### src/rtl/core/atd_pkg.sv
// package for the accelerometer tilt detector: widths, register indexes,
// the arcsine table and the structs passed between lanes and merge stage
// no dependencies
`timescale 1ns / 1ps

package atd_pkg;

   localparam int ACC_W      = 15;
   localparam int TIME_W     = 32;
   localparam int ANG_W      = 16;
   localparam int GAIN_W     = 16;
   localparam int THR_W      = 14;
   localparam int DUR_W      = 16;
   localparam int CSR_DATA_W = 16;
   localparam int CSR_ADDR_W = 2;
   localparam int REQ_DATA_W = 80;
   localparam int RSP_DATA_W = 48;
   localparam int RSP_USER_W = 2;
   localparam int LANE_LAT   = 6;

   localparam int MG_FULL_SCALE_DEFAULT = 1000;

   localparam logic [GAIN_W-1:0] GAIN_RESET = 16'd6554;
   localparam logic [THR_W-1:0]  THR_RESET  = 14'd2502;
   localparam logic [DUR_W-1:0]  DUR_RESET  = 16'd1000;

   localparam int ASIN_STEPS = 32;
   localparam int IDX_W      = 6;
   localparam int MAG_W      = 13;
   localparam int DIFF_W     = 11;

   localparam logic [MAG_W-1:0] HALF_PI_Q12 = 13'd6434;

   localparam logic [MAG_W-1:0] ASIN_TAB [0:ASIN_STEPS] = '{
      13'd0,    13'd128,  13'd256,  13'd385,  13'd513,  13'd643,  13'd773,
      13'd903,  13'd1035, 13'd1168, 13'd1302, 13'd1437, 13'd1574, 13'd1714,
      13'd1855, 13'd1998, 13'd2145, 13'd2294, 13'd2447, 13'd2604, 13'd2765,
      13'd2932, 13'd3105, 13'd3285, 13'd3474, 13'd3673, 13'd3885, 13'd4113,
      13'd4364, 13'd4646, 13'd4978, 13'd5407, 13'd6434
   };

   typedef enum logic [CSR_ADDR_W-1:0] {
      REG_FILTER_GAIN   = 2'd0,
      REG_TILT_THRESH   = 2'd1,
      REG_TILT_DURATION = 2'd2
   } csr_index_type;

   typedef struct packed {
      logic signed [ACC_W-1:0] filt;
      logic signed [ANG_W-1:0] ang;
   } lane_out_type;

   typedef struct packed {
      logic [TIME_W-1:0] time_ms;
      logic              batch_end;
   } side_type;

   typedef struct packed {
      logic [THR_W-1:0] threshold;
      logic [DUR_W-1:0] duration;
   } tilt_cfg_type;

endpackage

### src/rtl/core/atd_merge.sv
// merge stage: reference angles, wait timer, batch flag and the result register
// depends on atd_pkg
`timescale 1ns / 1ps

module atd_merge (
   input  logic                                clock,
   input  logic                                reset,
   input  logic                                take,
   input  atd_pkg::lane_out_type               lane_x,
   input  atd_pkg::lane_out_type               lane_y,
   input  atd_pkg::lane_out_type               lane_z,
   input  atd_pkg::side_type                   side,
   input  atd_pkg::tilt_cfg_type               cfg,
   input  logic                                rsp_tready,
   output logic                                rsp_tvalid,
   output logic [atd_pkg::RSP_DATA_W-1:0]      rsp_tdata,
   output logic [atd_pkg::RSP_USER_W-1:0]      rsp_tuser,
   output logic                                out_free
);

   localparam int NW = atd_pkg::ANG_W;
   localparam int TW = atd_pkg::TIME_W;

   logic signed [NW-1:0] ref_ff [3];
   logic signed [NW-1:0] ref_in [3];
   logic signed [NW-1:0] ang    [3];
   logic                 ref_seeded_ff;
   logic                 waiting_ff;
   logic                 waiting_in;
   logic [TW-1:0]        wait_start_ff;
   logic [TW-1:0]        wait_start_in;
   logic                 batch_any_ff;
   logic                 batch_any_in;
   logic                 tilt_in;
   logic                 batch_in;
   logic                 any_out;
   logic [TW-1:0]        elapsed;
   logic                 expired;
   logic                 rsp_valid_ff;
   logic [atd_pkg::RSP_DATA_W-1:0] rsp_data_ff;
   logic [atd_pkg::RSP_USER_W-1:0] rsp_user_ff;

   assign ang[0] = lane_x.ang;
   assign ang[1] = lane_y.ang;
   assign ang[2] = lane_z.ang;

   always_comb begin
      logic signed [NW-1:0] ref_use [3];
      logic signed [NW:0]   dlt;
      logic [NW:0]          dmag;
      any_out = 1'b0;
      for (int i = 0; i < 3; i++) begin
         ref_use[i] = ref_seeded_ff ? ref_ff[i] : ang[i];
         dlt        = {ang[i][NW-1], ang[i]} - {ref_use[i][NW-1], ref_use[i]};
         dmag       = dlt[NW] ? (~dlt + (NW+1)'(1)) : dlt;
         if (dmag > (NW+1)'(cfg.threshold)) begin
            any_out = 1'b1;
         end
      end

      elapsed = side.time_ms - wait_start_ff;
      expired = (side.time_ms < wait_start_ff) || (elapsed >= TW'(cfg.duration));

      tilt_in       = 1'b0;
      waiting_in    = waiting_ff;
      wait_start_in = wait_start_ff;
      if (any_out) begin
         if (waiting_ff) begin
            if (expired) begin
               waiting_in = 1'b0;
               tilt_in    = 1'b1;
            end
         end else begin
            waiting_in    = 1'b1;
            wait_start_in = side.time_ms;
         end
      end else begin
         waiting_in = 1'b0;
      end

      for (int i = 0; i < 3; i++) begin
         ref_in[i] = tilt_in ? ang[i] : ref_use[i];
      end

      batch_any_in = batch_any_ff | tilt_in;
      batch_in     = side.batch_end & batch_any_in;
      if (side.batch_end) begin
         batch_any_in = 1'b0;
      end
   end

   always_ff @(posedge clock) begin
      if (reset) begin
         rsp_valid_ff  <= 1'b0;
         ref_seeded_ff <= 1'b0;
         waiting_ff    <= 1'b0;
         batch_any_ff  <= 1'b0;
      end else begin
         if (take) begin
            ref_seeded_ff <= 1'b1;
            waiting_ff    <= waiting_in;
            wait_start_ff <= wait_start_in;
            batch_any_ff  <= batch_any_in;
            for (int i = 0; i < 3; i++) begin
               ref_ff[i] <= ref_in[i];
            end
            rsp_valid_ff <= 1'b1;
            rsp_data_ff  <= {3'b0, lane_z.filt, lane_y.filt, lane_x.filt};
            rsp_user_ff  <= {batch_in, tilt_in};
         end else if (rsp_tready) begin
            rsp_valid_ff <= 1'b0;
         end
      end
   end

   assign out_free   = !rsp_valid_ff || rsp_tready;
   assign rsp_tvalid = rsp_valid_ff;
   assign rsp_tdata  = rsp_data_ff;
   assign rsp_tuser  = rsp_user_ff;

endmodule

### config.mk
export PLATFORM = sky130hd
export DESIGN_NAME = atd_merge
export DESIGN_NICKNAME = d
export VERILOG_FILES = /design/src/rtl/core/atd_pkg.sv /design/src/rtl/core/atd_merge.sv
export SDC_FILE = /design/constraint.sdc
export NUM_CORES = 1
export LEC_CHECK = 0
export BUFFER_PORTS_ARGS = -buffer_cell sky130_fd_sc_hd__buf_2
export CAP_MARGIN = 20
export CORE_MARGIN = 2
export CORE_UTILIZATION = 52
export CTS_BUF_LIST = sky130_fd_sc_hd__clkbuf_8 sky130_fd_sc_hd__clkbuf_16
export DETAILED_ROUTE_END_ITERATION = 10
export HOLD_SLACK_MARGIN = 0.06
export PLACE_DENSITY_LB_ADDON = 0.3
export SYNTH_ARGS = -nofsm -noshare
export SYNTH_HDL_FRONTEND = slang
export SYNTH_SLANG_ARGS = --single-unit
### constraint.sdc
create_clock -name clock -period 8.82 [get_ports clock]
set_input_delay 0.882 -clock clock [delete_from_list [all_inputs] [get_ports clock]]
set_output_delay 0.882 -clock clock [all_outputs]
set_load 0.01 [all_outputs]
==> results.py <==
metrics = {
    "grt": {
        "grt_first_pass_wirelength_microns": 45600,
        "grt_util_met2_pct": 41.3,
        "grt.busiest_layer": "met2",
        "met1_usage_pct": 29.5,
        "gr-usage-met3_pct": 3.93,
        "grt_max_degree": 73,
        "grt_pass1_vias": 9813,
        "grt_remaining_overflow": 0,
        "grt.total_usage_pct": 23.3,
        "antenna_found_initial": 0,
    },
    "synthesis": {
        "synth_area_per_cell_sq_um": 9.52,
        "synth_edf_count": 127,
        "synth_area_sq_um": 11800,
        "synth_ff_type": "edfxtp_1",
        "synth_cell_types": 75,
        "ys_warn_count": 0,
        "synthCells": 1243,
        "synthArstFlopShare_pct": 0,
        "ys_seq_elements": 131,
        "yosysSeqAreaShare_pct": 32.9,
    },
    "placed_design": {
        "place_congestion": 0.878,
        "hpwl_microns": 21600,
        "dp.cells": 1717,
        "placed_area_sq_um": 13200,
        "port_buffers": 208,
    },
    "floorplanning": {
        "die_h_microns": 155,
        "start_util_pct": 52.6,
        "die_area_sq_um": 24000,
        "rows": 55,
        "num_io_pins": 212,
        "core_area_sq_um": 22500,
        "die_w_microns": 155,
    },
    "clocking": {
        "max-clock-path-buffers": 2,
        "numCtsBuffers": 17,
        "worstSkewPairLatency_ps": 430,
        "cts_setup_buffers": 0,
        "tritoncts": "done",
        "cts_root_buf": "clkbuf_16",
        "path_clk_slew_ps": 70,
        "cts_resized": 0,
        "holdBufCountCts": 0,
        "cts.sinks": 131,
        "htree_levels": 4,
    },
    "sta": {
        "finalSetupViolations": 0,
        "fin_setup_tns_ps": 0,
        "finalHoldViolations": 0,
        "fin_crit_ps": 7480,
        "finalCritPeriodShare_pct": 84.8,
        "clock_skew_ps": 10.9,
        "rsz0062_at_grt": "no",
        "slew_viol_final": 0,
        "fmax_mhz": 134,
        "slew_headroom_pct": 37.0,
        "tightestPinTransition_ps": 945,
    },
    "layout": {
        "drive_above_1_share_pct": 18.4,
        "area_growth_pct": 16.1,
        "fillers": 1950,
        "layout.nets": 1757,
        "stdcell_count": 1751,
        "fin_area_sq_um": 13700,
        "multiInputGateArea_sq_um": 7310,
        "regArea_sq_um": 3890,
    },
    "worst_setup_path": {
        "end_kind": "register",
        "critPathLaunch": "ref_seeded_ff$_SDFFE_PP0P_",
        "critPathSlowestCell": "dfxtp_2",
        "worst-path-buf-inv": 2,
        "worstSetupPathType": "reg -> reg",
        "crit_required_ps": 9000,
        "cp_cell_sequence": "buf_4 -> mux2i_1 -> fa_1 -> a21o_1 -> a311oi_1 -> o31ai_1 -> o21ai_0 -> a21boi_0 -> o21ai_1 -> mux2_2 -> ha_1 -> nor2b_1 -> o21a_1 -> o21bai_1 -> a21oi_1 -> o21bai_1 -> a31oi_1 -> nand4b_1 -> a311oi_1 -> and4_1 -> nor2_4 -> buf_4 -> mux2_4",
        "cp-start-kind": "register",
        "cp_max_fo": 24,
        "crit_path_max_incr_delay_ps": 820,
        "crit_family": "compound AO/OA/AOI/OAI gates",
        "reg2reg_from": "ref_seeded_ff$_SDFFE_PP0P_",
        "arrival_ps": 7660,
    },
    "route": {
        "vias": 9968,
        "drt-pass1-iter-count": 5,
        "viasPerCell": 5.69,
        "drcViolationCount": 0,
        "ant_nets": 0,
        "drtIter0Drc": 569,
        "wl_microns": 27900,
        "post_drt_wl_per_cell_microns": 15.9,
    },
    "power": {
        "internal_power_mw": 1.54,
        "power_switching_mw": 0.853,
        "power_density_nw_per_um2": 174,
        "p_sw_share_pct": 35.7,
        "pwr-share-comb_pct": 40.3,
        "p_seq_share_pct": 31.1,
        "peakVddDrop_v": 0.000106,
        "clkPwrFrac_pct": 28.7,
        "leakagePower_nw": 6.15,
    },
    "hold_path": {
        "hold_path_class": "reg -> reg",
        "holdCritStartpoint": "batch_any_ff$_SDFFE_PP0P_",
    },
    "job": {
        "max_cap_violations": 0,
    },
    "outcome": {
        "status": "finished, final reports clean",
    },
}
[layer usage]
| layer | wire, microns | up-vias |
|---|---|---|
| met5 | 0 | - |
| met4 | 452 | 0 |
| met3 | 1270 | 41 |
| met2 | 13700 | 260 |
| met1 | 12400 | 4662 |
| li1 | - | 5005 |
[path summary, 6_finish.rpt]
| kind | to | slack [ps] | cells past startpoint |
|---|---|---|---|
| hold reg to reg | batch_any_ff$_SDFFE_PP0P_ | 470 | 1 |
| hold / removal | batch_any_ff$_SDFFE_PP0P_ | 470 | 1 |
| setup / recovery | ref_ff[0][32]$_DFFE_PP_ | 1340 | 23 |
| setup reg to reg | ref_ff[0][32]$_DFFE_PP_ | 1340 | 23 |
[registers in the layout (all words and copies together) (netlist names)]
name,count
ref_seeded_ff,1
wait_start_ff,32
waiting_ff,1
ref_ff,48
batch_any_ff,1
rsp_tuser,2
rsp_tdata,45
rsp_tvalid,1
[cell usage after synthesis, types with 5 or more instances]
cell type / number / area share (%)
nand2b_1: 17 / 0.90
buf_1: 5 / 0.16
and2_1: 7 / 0.37
a21o_1: 19 / 1.2
nor4_1: 9 / 0.48
nand3_1: 20 / 0.85
a2111oi_0: 5 / 0.37
edfxtp_1: 127 / 32
nor2b_1: 20 / 1.1
a31oi_1: 15 / 0.79
mux2i_1: 95 / 8.0
o2111ai_1: 5 / 0.37
nand3b_1: 5 / 0.32
or3_1: 8 / 0.42
clkbuf_1: 14 / 0.44
a211oi_1: 18 / 1.1
and3_1: 11 / 0.58
a41oi_1: 5 / 0.37
a21oi_1: 90 / 3.8
xor2_1: 32 / 2.4
o21a_1: 18 / 1.1
a211o_1: 9 / 0.67
ha_1: 141 / 15
o211ai_1: 17 / 1.1
buf_4: 7 / 0.44
o21ai_0: 48 / 2.0
nand2_1: 65 / 2.1
nand4_1: 19 / 1.0
o31ai_1: 5 / 0.32
o21bai_1: 11 / 0.70
nor2_1: 74 / 2.3
inv_1: 138 / 4.4
xnor2_1: 62 / 4.6
nor3_1: 19 / 0.80
[worst register-to-register path, delay by kind of cell, from the launching register on]
family,cells,cell delay (ps)
AOI/OAI and AO/OA,12,2600
adders and majority gates,2,760
buffers and inverters,2,910
DFF,1,820
muxes,3,950
and+or+nand+nor,4,1190
[through the flow]
step	worst slack [ps]	util [%]	hold WS (ps)	power, mW
6_report	1340	61.1	469	2.39
5_1_grt	808	61.0	488	2.56
4_1_cts	1370	61.0	470	2.40
3_5_place_dp	1460	58.5	455	1.70
3_3_place_gp	1650	58.5	453	1.67
2_1_floorplan	454	-	441	1.48
[power groups by stage]
stage	Clock (mW)	Combinational [mW]	Sequential [mW]
global route	0.726	1.08	0.747
finish	0.686	0.963	0.743
floorplan	0	0.720	0.762
CTS	0.700	0.956	0.743
global placement	0	0.919	0.755
detailed placement	0	0.947	0.756
[cell families (layout without fill, tap and decap cells)]
logic type      count (synthesis)  after routing  share of synthesized area, %
buf+inv                       165            385                          5.52
mux                           102            102                          8.80
compound gates                308            308                          17.2
other cells                     1              4                        0.0317
simple gates                  297            297                          13.0
fa+ha+maj                     145            145                          15.6
xor+xnor                       94             94                          6.96
flops                         131            131                          32.9
[final cells by class]
class / count / area share [%]
inverter: 138 / 3.77
sequential: 131 / 28.3
antenna: 1 / 0.0182
timing repair buffer: 215 / 7.96
clock inverter: 15 / 0.984
multi-input combinational: 949 / 53.2
tap: 285 / 2.60
clock buffer: 17 / 3.10
[placed cells by master (no fill, tap or decap), types with 19 or more instances in the layout]
cell type	synthesis	final
nor3_1	19	19
edfxtp_1	127	127
a21oi_1	90	90
nand4_1	19	19
a21o_1	19	19
xnor2_1	62	62
buf_2	0	208
mux2i_1	95	95
o21ai_0	48	48
nor2b_1	20	20
nand2_1	65	65
ha_1	141	141
xor2_1	32	32
nand3_1	20	20
nor2_1	74	73
inv_1	138	139
No activity file was read; power rests on OpenSTA's default activity.
